--- src/rtl/sac_pkg.sv ---
// Types and constants of the stream admission controller.
package sac_pkg;

    localparam int STREAM_INDEX_W = 8;
    localparam int INDEX_SPAN     = 256;
    localparam int CFG_DATA_W     = 16;
    localparam int CAP_W          = 16;
    localparam int OUT_LEVEL_W    = 16;
    localparam int TOTAL_W        = 32;

    typedef enum logic [1:0] {
        ACT_ADMIT    = 2'd0,
        ACT_PROMOTE  = 2'd1,
        ACT_CLOSE    = 2'd2,
        ACT_SHUTDOWN = 2'd3
    } action_t;

    typedef enum logic [1:0] {
        DEC_ADMITTED     = 2'd0,
        DEC_QUEUED       = 2'd1,
        DEC_SHED_ACTIVE  = 2'd2,
        DEC_SHED_BACKLOG = 2'd3
    } decision_t;

    typedef logic [1:0] slot_t;

    // Slot table codes; the fourth code is never written.
    localparam slot_t SLOT_ABSENT  = 2'd0;
    localparam slot_t SLOT_ACTIVE  = 2'd1;
    localparam slot_t SLOT_BACKLOG = 2'd2;

    typedef logic [1:0] cfg_index_t;

    localparam cfg_index_t CFG_ACTIVE_CAP     = 2'd0;
    localparam cfg_index_t CFG_BACKLOG_CAP    = 2'd1;
    localparam cfg_index_t CFG_DYNAMIC_CAP    = 2'd2;
    localparam cfg_index_t CFG_DYNAMIC_CAP_EN = 2'd3;

    typedef struct packed {
        logic [CAP_W-1:0] active_limit;
        logic [CAP_W-1:0] backlog_limit;
        logic [CAP_W-1:0] dynamic_cap;
        logic             dynamic_cap_enable;
    } cfg_t;

    typedef struct packed {
        action_t                   action;
        logic [STREAM_INDEX_W-1:0] stream_index;
        logic                      has_stream_id;
        logic                      shutdown_value;
    } req_t;

    typedef struct packed {
        decision_t              decision;
        logic                   promoted;
        logic [OUT_LEVEL_W-1:0] active_now;
        logic [OUT_LEVEL_W-1:0] backlog_now;
        logic [OUT_LEVEL_W-1:0] active_high;
        logic [OUT_LEVEL_W-1:0] backlog_high;
        logic [TOTAL_W-1:0]     offered_total;
        logic [TOTAL_W-1:0]     admitted_total;
        logic [TOTAL_W-1:0]     active_cap_hit_total;
        logic [TOTAL_W-1:0]     backlog_cap_hit_total;
        logic [TOTAL_W-1:0]     shed_total;
        logic                   shutdown_flag;
    } result_t;

    typedef struct packed {
        logic  en;
        slot_t data;
    } tbl_wr_t;

endpackage

--- src/rtl/sac_if.sv ---
// Request and result channel interfaces of the stream admission controller.
interface sac_req_if;
    import sac_pkg::*;

    logic valid;
    logic ready;
    req_t payload;

    modport source (output valid, output payload, input ready);
    modport sink (input valid, input payload, output ready);
endinterface

interface sac_res_if;
    import sac_pkg::*;

    logic    valid;
    logic    ready;
    result_t payload;

    modport source (output valid, output payload, input ready);
    modport sink (input valid, input payload, output ready);
endinterface

--- src/rtl/sac_slot_table.sv ---
// Per-stream slot table: flop memory with registered read, valid bits and write bypass.
module sac_slot_table #(
    parameter int DEPTH = 256,
    parameter int AW    = 8
) (
    input  logic          clk,
    input  logic          rst_n,
    input  logic          rd_en,
    input  logic [AW-1:0] rd_addr,
    output sac_pkg::slot_t rd_data,
    input  logic          wr_en,
    input  logic [AW-1:0] wr_addr,
    input  sac_pkg::slot_t wr_data
);
    import sac_pkg::*;

    slot_t            mem [DEPTH];
    logic [DEPTH-1:0] valid_reg;
    slot_t            rd_data_reg;

    always_ff @(posedge clk)
    begin
        if (wr_en)
        begin
            mem[wr_addr] <= wr_data;
        end
    end

    always_ff @(posedge clk or negedge rst_n)
    begin
        if (!rst_n)
        begin
            valid_reg <= '0;
        end
        else if (wr_en)
        begin
            valid_reg[wr_addr] <= 1'b1;
        end
    end

    // A write in the same cycle to the entry being read wins over the stored value.
    always_ff @(posedge clk)
    begin
        if (rd_en)
        begin
            if (wr_en && (wr_addr == rd_addr))
            begin
                rd_data_reg <= wr_data;
            end
            else if (valid_reg[rd_addr])
            begin
                rd_data_reg <= mem[rd_addr];
            end
            else
            begin
                rd_data_reg <= SLOT_ABSENT;
            end
        end
    end

    assign rd_data = rd_data_reg;

endmodule

--- src/rtl/sac_engine.sv ---
// Admission decision logic with the level, peak, counter and shutdown registers.
module sac_engine #(
    parameter int COUNT_WIDTH = 16
) (
    input  logic             clk,
    input  logic             rst_n,
    input  logic             advance,
    input  sac_pkg::req_t    req,
    input  sac_pkg::slot_t   slot,
    input  sac_pkg::cfg_t    cfg,
    output sac_pkg::result_t result,
    output sac_pkg::tbl_wr_t tbl_wr
);
    import sac_pkg::*;

    localparam int CMP_W = (COUNT_WIDTH > CAP_W) ? COUNT_WIDTH : CAP_W;

    function automatic logic [TOTAL_W-1:0] sat_inc(input logic [TOTAL_W-1:0] c);
        return (&c) ? c : c + TOTAL_W'(1);
    endfunction

    logic [COUNT_WIDTH-1:0] active_level_reg, active_level_next;
    logic [COUNT_WIDTH-1:0] backlog_level_reg, backlog_level_next;
    logic [COUNT_WIDTH-1:0] active_mark_reg, active_mark_next;
    logic [COUNT_WIDTH-1:0] backlog_mark_reg, backlog_mark_next;
    logic [TOTAL_W-1:0]     offered_reg, offered_next;
    logic [TOTAL_W-1:0]     admitted_reg, admitted_next;
    logic [TOTAL_W-1:0]     active_hit_reg, active_hit_next;
    logic [TOTAL_W-1:0]     backlog_hit_reg, backlog_hit_next;
    logic [TOTAL_W-1:0]     shed_reg, shed_next;
    logic                   shutdown_reg, shutdown_next;

    logic [CAP_W-1:0] eff_cap;
    logic             active_room;
    logic             backlog_room;
    decision_t        decision;
    logic             promoted;

    assign eff_cap = (cfg.dynamic_cap_enable && (cfg.dynamic_cap < cfg.active_limit))
                   ? cfg.dynamic_cap : cfg.active_limit;

    // A level at its all-ones value cannot grow, as if the cap were reached.
    assign active_room  = (CMP_W'(active_level_reg) < CMP_W'(eff_cap))
                       && !(&active_level_reg);
    assign backlog_room = (CMP_W'(backlog_level_reg) < CMP_W'(cfg.backlog_limit))
                       && !(&backlog_level_reg);

    always_comb
    begin
        active_level_next  = active_level_reg;
        backlog_level_next = backlog_level_reg;
        offered_next       = offered_reg;
        admitted_next      = admitted_reg;
        active_hit_next    = active_hit_reg;
        backlog_hit_next   = backlog_hit_reg;
        shed_next          = shed_reg;
        shutdown_next      = shutdown_reg;
        decision           = DEC_ADMITTED;
        promoted           = 1'b0;
        tbl_wr             = '0;

        case (req.action)
            ACT_ADMIT:
            begin
                offered_next = sat_inc(offered_reg);
                if (shutdown_reg)
                begin
                    shed_next = sat_inc(shed_reg);
                    decision  = DEC_SHED_ACTIVE;
                end
                else if (active_room)
                begin
                    active_level_next = active_level_reg + COUNT_WIDTH'(1);
                    admitted_next     = sat_inc(admitted_reg);
                    tbl_wr.en         = req.has_stream_id;
                    tbl_wr.data       = SLOT_ACTIVE;
                    decision          = DEC_ADMITTED;
                end
                else if (backlog_room)
                begin
                    backlog_level_next = backlog_level_reg + COUNT_WIDTH'(1);
                    admitted_next      = sat_inc(admitted_reg);
                    tbl_wr.en          = req.has_stream_id;
                    tbl_wr.data        = SLOT_BACKLOG;
                    decision           = DEC_QUEUED;
                end
                else if (cfg.backlog_limit == '0)
                begin
                    active_hit_next = sat_inc(active_hit_reg);
                    shed_next       = sat_inc(shed_reg);
                    decision        = DEC_SHED_ACTIVE;
                end
                else
                begin
                    backlog_hit_next = sat_inc(backlog_hit_reg);
                    shed_next        = sat_inc(shed_reg);
                    decision         = DEC_SHED_BACKLOG;
                end
            end
            ACT_PROMOTE:
            begin
                if (req.has_stream_id && (slot == SLOT_BACKLOG) && active_room)
                begin
                    active_level_next = active_level_reg + COUNT_WIDTH'(1);
                    if (backlog_level_reg != '0)
                    begin
                        backlog_level_next = backlog_level_reg - COUNT_WIDTH'(1);
                    end
                    tbl_wr.en   = 1'b1;
                    tbl_wr.data = SLOT_ACTIVE;
                    promoted    = 1'b1;
                end
            end
            ACT_CLOSE:
            begin
                if (req.has_stream_id)
                begin
                    if (slot != SLOT_ABSENT)
                    begin
                        tbl_wr.en   = 1'b1;
                        tbl_wr.data = SLOT_ABSENT;
                        // The unused code is released as a backlog slot.
                        if (slot == SLOT_ACTIVE)
                        begin
                            if (active_level_reg != '0)
                            begin
                                active_level_next = active_level_reg - COUNT_WIDTH'(1);
                            end
                        end
                        else if (backlog_level_reg != '0)
                        begin
                            backlog_level_next = backlog_level_reg - COUNT_WIDTH'(1);
                        end
                    end
                end
                else if (active_level_reg != '0)
                begin
                    active_level_next = active_level_reg - COUNT_WIDTH'(1);
                end
                else if (backlog_level_reg != '0)
                begin
                    backlog_level_next = backlog_level_reg - COUNT_WIDTH'(1);
                end
            end
            ACT_SHUTDOWN:
            begin
                shutdown_next = req.shutdown_value;
            end
            default:
            begin
                shutdown_next = shutdown_reg;
            end
        endcase

        active_mark_next  = (active_level_next > active_mark_reg)
                          ? active_level_next : active_mark_reg;
        backlog_mark_next = (backlog_level_next > backlog_mark_reg)
                          ? backlog_level_next : backlog_mark_reg;
    end

    always_ff @(posedge clk or negedge rst_n)
    begin
        if (!rst_n)
        begin
            active_level_reg  <= '0;
            backlog_level_reg <= '0;
            active_mark_reg   <= '0;
            backlog_mark_reg  <= '0;
            offered_reg       <= '0;
            admitted_reg      <= '0;
            active_hit_reg    <= '0;
            backlog_hit_reg   <= '0;
            shed_reg          <= '0;
            shutdown_reg      <= 1'b0;
        end
        else if (advance)
        begin
            active_level_reg  <= active_level_next;
            backlog_level_reg <= backlog_level_next;
            active_mark_reg   <= active_mark_next;
            backlog_mark_reg  <= backlog_mark_next;
            offered_reg       <= offered_next;
            admitted_reg      <= admitted_next;
            active_hit_reg    <= active_hit_next;
            backlog_hit_reg   <= backlog_hit_next;
            shed_reg          <= shed_next;
            shutdown_reg      <= shutdown_next;
        end
    end

    always_comb
    begin
        result.decision              = decision;
        result.promoted              = promoted;
        result.active_now            = OUT_LEVEL_W'(active_level_next);
        result.backlog_now           = OUT_LEVEL_W'(backlog_level_next);
        result.active_high           = OUT_LEVEL_W'(active_mark_next);
        result.backlog_high          = OUT_LEVEL_W'(backlog_mark_next);
        result.offered_total         = offered_next;
        result.admitted_total        = admitted_next;
        result.active_cap_hit_total  = active_hit_next;
        result.backlog_cap_hit_total = backlog_hit_next;
        result.shed_total            = shed_next;
        result.shutdown_flag         = shutdown_next;
    end

endmodule

--- src/rtl/stream_admission_controller_core.sv ---
// Top level of the stream admission controller.
//
//  channel  direction  payload     transfers when
//  req      in         req_t       req.valid && req.ready
//  res      out        result_t    res.valid && res.ready
//  cfg      in         index/data  cfg_write high
//
// The input register and the slot table read register load at the edge that
// accepts a request; the decision logic fills the result register from them
// once it is free or its result is taken. One request per cycle is sustained
// while results are taken. Reset clears the slot table valid bits at once, with
// no clearing pass. While a result waits untaken, the next request still enters
// the input register; further requests stall until the result register frees up.
module stream_admission_controller_core #(
    parameter int NUM_STREAMS = 256,
    parameter int COUNT_WIDTH = 16
) (
    input  logic                                 clk,
    input  logic                                 rst_n,
    sac_req_if.sink                              req,
    sac_res_if.source                            res,
    input  logic                                 cfg_write,
    input  sac_pkg::cfg_index_t                  cfg_index,
    input  logic [sac_pkg::CFG_DATA_W-1:0]       cfg_data
);
    import sac_pkg::*;

    localparam int TABLE_DEPTH = (NUM_STREAMS < INDEX_SPAN) ? NUM_STREAMS : INDEX_SPAN;
    localparam int AW          = $clog2(TABLE_DEPTH);

    cfg_t    cfg_reg;
    logic    s1_valid_reg;
    req_t    s1_req_reg;
    logic [AW-1:0] s1_addr_reg;
    logic    out_valid_reg;
    result_t out_res_reg;

    logic    advance;
    logic    accept;
    slot_t   slot;
    result_t result;
    tbl_wr_t tbl_wr;
    logic [AW-1:0] idx_map [INDEX_SPAN];
    logic [AW-1:0] in_addr;

    // Stream index folded onto the table depth, worked out at elaboration.
    for (genvar g = 0; g < INDEX_SPAN; g++)
    begin : g_idx_map
        assign idx_map[g] = AW'(g % NUM_STREAMS);
    end

    assign in_addr   = idx_map[req.payload.stream_index];
    assign advance   = s1_valid_reg && (!out_valid_reg || res.ready);
    assign req.ready = !s1_valid_reg || advance;
    assign accept    = req.valid && req.ready;

    always_ff @(posedge clk or negedge rst_n)
    begin
        if (!rst_n)
        begin
            cfg_reg <= '0;
        end
        else if (cfg_write)
        begin
            case (cfg_index)
                CFG_ACTIVE_CAP:     cfg_reg.active_limit       <= cfg_data;
                CFG_BACKLOG_CAP:    cfg_reg.backlog_limit      <= cfg_data;
                CFG_DYNAMIC_CAP:    cfg_reg.dynamic_cap        <= cfg_data;
                CFG_DYNAMIC_CAP_EN: cfg_reg.dynamic_cap_enable <= cfg_data[0];
                default:            cfg_reg                    <= cfg_reg;
            endcase
        end
    end

    always_ff @(posedge clk or negedge rst_n)
    begin
        if (!rst_n)
        begin
            s1_valid_reg  <= 1'b0;
            out_valid_reg <= 1'b0;
        end
        else
        begin
            if (accept)
            begin
                s1_valid_reg <= 1'b1;
            end
            else if (advance)
            begin
                s1_valid_reg <= 1'b0;
            end

            if (advance)
            begin
                out_valid_reg <= 1'b1;
            end
            else if (res.ready)
            begin
                out_valid_reg <= 1'b0;
            end
        end
    end

    always_ff @(posedge clk)
    begin
        if (accept)
        begin
            s1_req_reg  <= req.payload;
            s1_addr_reg <= in_addr;
        end
        if (advance)
        begin
            out_res_reg <= result;
        end
    end

    sac_slot_table #(
        .DEPTH (TABLE_DEPTH),
        .AW    (AW)
    ) u_slot_table (
        .clk     (clk),
        .rst_n   (rst_n),
        .rd_en   (accept),
        .rd_addr (in_addr),
        .rd_data (slot),
        .wr_en   (advance && tbl_wr.en),
        .wr_addr (s1_addr_reg),
        .wr_data (tbl_wr.data)
    );

    sac_engine #(
        .COUNT_WIDTH (COUNT_WIDTH)
    ) u_engine (
        .clk     (clk),
        .rst_n   (rst_n),
        .advance (advance),
        .req     (s1_req_reg),
        .slot    (slot),
        .cfg     (cfg_reg),
        .result  (result),
        .tbl_wr  (tbl_wr)
    );

    assign res.valid   = out_valid_reg;
    assign res.payload = out_res_reg;

endmodule

--- src/flat_wrapper.sv ---
// flat-port wrapper written by rule: the top's interface ports become plain ports
module stream_admission_controller_core_flat import sac_pkg::*;
#(
    parameter int NUM_STREAMS = 256,
    parameter int COUNT_WIDTH = 16
)
  (clk, rst_n, cfg_write, cfg_index, cfg_data, req_valid, req_payload, req_ready, res_valid, res_payload, res_ready);
  sac_req_if req_i ();
  sac_res_if res_i ();
  input  logic clk;
  input  logic rst_n;
  input  logic cfg_write;
  input  sac_pkg::cfg_index_t cfg_index;
  input  logic [sac_pkg::CFG_DATA_W-1:0] cfg_data;
  input wire logic [$bits(req_i.valid)-1:0] req_valid;
  input wire logic [$bits(req_i.payload)-1:0] req_payload;
  output wire logic [$bits(req_i.ready)-1:0] req_ready;
  output wire logic [$bits(res_i.valid)-1:0] res_valid;
  output wire logic [$bits(res_i.payload)-1:0] res_payload;
  input wire logic [$bits(res_i.ready)-1:0] res_ready;
  assign req_i.valid = req_valid;
  assign req_i.payload = req_payload;
  assign req_ready = req_i.ready;
  assign res_valid = res_i.valid;
  assign res_payload = res_i.payload;
  assign res_i.ready = res_ready;
  stream_admission_controller_core #(.NUM_STREAMS(NUM_STREAMS), .COUNT_WIDTH(COUNT_WIDTH)) u_core (.clk(clk), .rst_n(rst_n), .req(req_i), .res(res_i), .cfg_write(cfg_write), .cfg_index(cfg_index), .cfg_data(cfg_data));
endmodule
--- config.mk ---
export PLATFORM = sky130hd
export DESIGN_NAME = stream_admission_controller_core_flat
export DESIGN_NICKNAME = d
export VERILOG_FILES = /design/src/rtl/sac_pkg.sv /design/src/rtl/sac_if.sv /design/src/rtl/sac_slot_table.sv /design/src/rtl/sac_engine.sv /design/src/rtl/stream_admission_controller_core.sv /design/src/flat_wrapper.sv
export SDC_FILE = /design/constraint.sdc
export NUM_CORES = 2
export LEC_CHECK = 0
export BUFFER_PORTS_ARGS = -buffer_cell sky130_fd_sc_hd__buf_2
export CAP_MARGIN = 20
export CORE_AREA = 2 2 345 347
export DETAILED_ROUTE_END_ITERATION = 16
export DIE_AREA = 0 0 347 349
export GPL_TIMING_DRIVEN = 0
export PLACE_DENSITY_LB_ADDON = 0.2
export SLEW_MARGIN = 20
export SYNTH_ARGS = -nofsm -noshare
export SYNTH_HDL_FRONTEND = slang
export SYNTH_SLANG_ARGS = --single-unit
--- constraint.sdc ---
create_clock -name clk -period 14.5 [get_ports clk]
set_input_delay 2.9 -clock clk [delete_from_list [all_inputs] [get_ports clk]]
set_output_delay 2.9 -clock clk [all_outputs]
set_load 0.005 [all_outputs]
==> impl_metrics.json <==
{
  "status": "complete, no violations",
  "slowest_delay_ns": 0.69,
  "drive_above_1_share_pct": 17.55,
  "clkTransAtPathRegs_ns": 0.06,
  "cts.repair.resized": 0,
  "ys_async_sr_fraction_pct": 41.37,
  "p_leak_nw": 25.93,
  "routed_wl_um": 165700,
  "place_ws_ns": 4.552,
  "drt.antenna.violating_nets": 0,
  "syn-num-nets": 4512,
  "grt_pass1_vias": 38580,
  "initial_utilization_pct": 49.52,
  "cts_tree": "yes",
  "final-setup-viol-count": 0,
  "port_buffers": 264,
  "avgSynthCellArea_um2": 13.25,
  "die_x_um": 347,
  "finalWorstSetupSlack_ns": 4.651,
  "place_congestion": 1.004,
  "drcViolationCount": 0,
  "seq_area_frac_synth_pct": 61.82,
  "grt_max_degree": 136,
  "finalNetCount": 4936,
  "critPathKind": "flop to flop",
  "cp_slowest_cell": "inv_8",
  "grt_pass1_wl_um": 247300,
  "rsz0062_at_grt": "no",
  "hold_viol": 0,
  "peakVddDrop_mv": 0.1110,
  "drv_slew": 0,
  "crit_arrival_ns": 10.34,
  "clock_skew_ns": 0.02671,
  "worst_slew_pin_slew_ns": 1.164,
  "vias_per_cell": 6.019,
  "clock_sinks": 1286,
  "fin_crit_sh_pct": 67.92,
  "coreArea_mm2": 0.1175,
  "max_freq_ghz": 0.1015,
  "utilization_pct": 56.57,
  "cts_root_buf": "clkbuf_16",
  "cts_buffers": 138,
  "largest_reg_flops": 512,
  "vias": 38930,
  "dp_hpwl_um": 114000,
  "post_cts.repair.setup_buffers": 0,
  "netlist_area_mm2": 0.05816,
  "cts_hold_buf": 0,
  "maxSlewHeadroom_pct": 22.42,
  "first_pass_iters": 6,
  "die-area_mm2": 0.1211,
  "syn_inst": 4391,
  "cap_violations": 0,
  "min_path_type": "flop to flop",
  "worstSkewPairLatency_ns": 0.76,
  "yosysUniqueCellTypes": 87,
  "htreeDepth": 4,
  "cp_max_fo": 127,
  "antenna_found_initial": 7,
  "synth_ff_type": "edfxtp_1",
  "rows": 126,
  "ys_warn_count": 0,
  "clock_path_buffers": 3,
  "drtIter0Drc": 4294,
  "detail_route.wl_per_cell_um": 25.61,
  "ys_seq_elements": 1286,
  "ios": 265,
  "grt.total_usage_pct": 27.33,
  "post-route-min-period_ns": 9.849,
  "synth_edf_count": 754,
  "start_kind": "flop",
  "area_growth_pct": 14.22,
  "cp.required_ns": 14.99,
  "die_y_um": 349,
  "cp-end-kind": "flop",
  "powerDensity_mw_per_mm2": 147.3,
  "grt_overflow_total": 0
}
synthesized netlist by cell type, types with 23 or more instances:
cell type / instances / share of area, %
a21oi_1: 82 / 0.71
a221oi_1: 29 / 0.44
a22o_1: 26 / 0.39
a22oi_1: 54 / 0.70
a31oi_1: 27 / 0.29
and3_1: 42 / 0.45
buf_1: 29 / 0.19
clkbuf_1: 240 / 1.5
dfrtp_1: 532 / 23
edfxtp_1: 754 / 39
ha_1: 86 / 1.9
inv_1: 96 / 0.62
mux2_2: 89 / 1.7
mux2i_1: 26 / 0.45
mux4_2: 192 / 7.4
nand2_1: 287 / 1.9
nand3_1: 104 / 0.89
nand4_1: 90 / 0.97
nor2_1: 470 / 3.0
nor3_1: 100 / 0.86
nor4_1: 33 / 0.35
o21ai_0: 77 / 0.66
o21bai_1: 256 / 3.3
o22ai_1: 26 / 0.28
o31ai_1: 23 / 0.30
xnor2_1: 184 / 2.8
xor2_1: 159 / 2.4
cell type report:
type                       instances  area [um2]
sequential                      1286       35950
clock buffer                     185        3877
tap                             1536        1922
timing repair buffer             284        1742
clock inverter                    68       666.9
inverter                          99       386.6
fill                            9516       51010
multi-input combinational       2715       20720
antenna                            4       10.01
buffer                           291        1156
where the power goes:
group,internal [mW],leakage (nW),switching (mW)
sequential,4.24,14.5,0.192
clock,2.04,2.23,1.49
combinational,0.667,9.19,1.16
total,6.95,25.9,2.84
routing by layer:
layer / part of all wire, % / vias up / GRT usage [%]
met3: 7.8 / 404 / 5.163
met1: 41 / 19600 / 36.70
li1: - / 17160 / -
met4: 4.3 / 6 / 11.35
met2: 47 / 1758 / 43.94
met5: 0.027 / - / 0
cell families (layout without fill, tap and decap cells):
| family | Yosys count | after routing | share of synthesized area, % |
|---|---|---|---|
| AOI/OAI and AO/OA | 727 | 727 | 9.016 |
| xor gates and xnor gates | 343 | 343 | 5.165 |
| adders and majority gates | 86 | 86 | 1.850 |
| buffers and inverters | 390 | 927 | 2.592 |
| DFF | 1286 | 1286 | 61.82 |
| muxes | 307 | 307 | 9.605 |
| other | 0 | 4 | 0 |
| and+or+nand+nor | 1252 | 1252 | 9.956 |
path summary, 6_finish.rpt:
kind | from | cells past startpoint | slack, ns | to
worst min register to register | u_core.u_slot_table.valid_reg[139] | 1 | 0.47 | u_core.u_slot_table.valid_reg[139]
worst max-delay path | u_core.cfg_reg[48] | 28 | 4.65 | u_core.res.payload[184]
worst min-delay path | u_core.u_slot_table.valid_reg[139] | 1 | 0.47 | u_core.u_slot_table.valid_reg[139]
max in group asynchronous | rst_n | 4 | 10.85 | u_core.u_slot_table.valid_reg[47]
worst max register to register | u_core.cfg_reg[48] | 28 | 4.65 | u_core.res.payload[184]
min in group asynchronous | rst_n | 1 | 2.02 | u_core.u_engine.backlog_hit_reg[3]
critical path: cells and delay by family (launching register included):
kind,cells,cell delay (ns)
simple gates,7,2.12
compound gates,10,2.87
fa+ha+maj,3,0.93
mux,2,0.79
buf+inv,6,2.50
flops,1,0.35
per-stage QoR:
| step | setup TNS, ns | hold slack [ns] | power, mW | cell area, um2 | instances |
|---|---|---|---|---|---|
| final | 0 | 0.4686 | 9.789 | 66440 | 6468 |
| after global routing | 0 | 0.4791 | 10.18 | 66430 | 6465 |
| after CTS | 0 | 0.4704 | 9.811 | 66390 | 6461 |
| after detailed placement | 0 | 0.4564 | 6.298 | 61840 | 6208 |
| after global placement | -521.92 | 0.4524 | 6.325 | 61410 | 6191 |
| after floorplan | 0 | 0.4377 | 5.611 | 58160 | 4391 |
layout by cell type, fill, tap and decap left out, types with 26 or more instances in the layout:
master,count
and3_1,42
mux2_2,89
clkinv_2,26
inv_1,94
nor3_1,100
nor4_1,33
o21ai_0,77
a22oi_1,54
xor2_1,159
a221oi_1,29
clkbuf_16,141
ha_1,86
o21bai_1,256
xnor2_1,184
edfxtp_1,754
mux2i_1,26
dfrtp_1,532
o22ai_1,26
nand2_1,287
buf_2,289
a31oi_1,27
a21oi_1,82
nor2_1,469
mux4_2,192
a22o_1,26
nand4_1,90
clkbuf_1,263
nand3_1,104
Note: power is estimated with default switching activity, not from simulation.
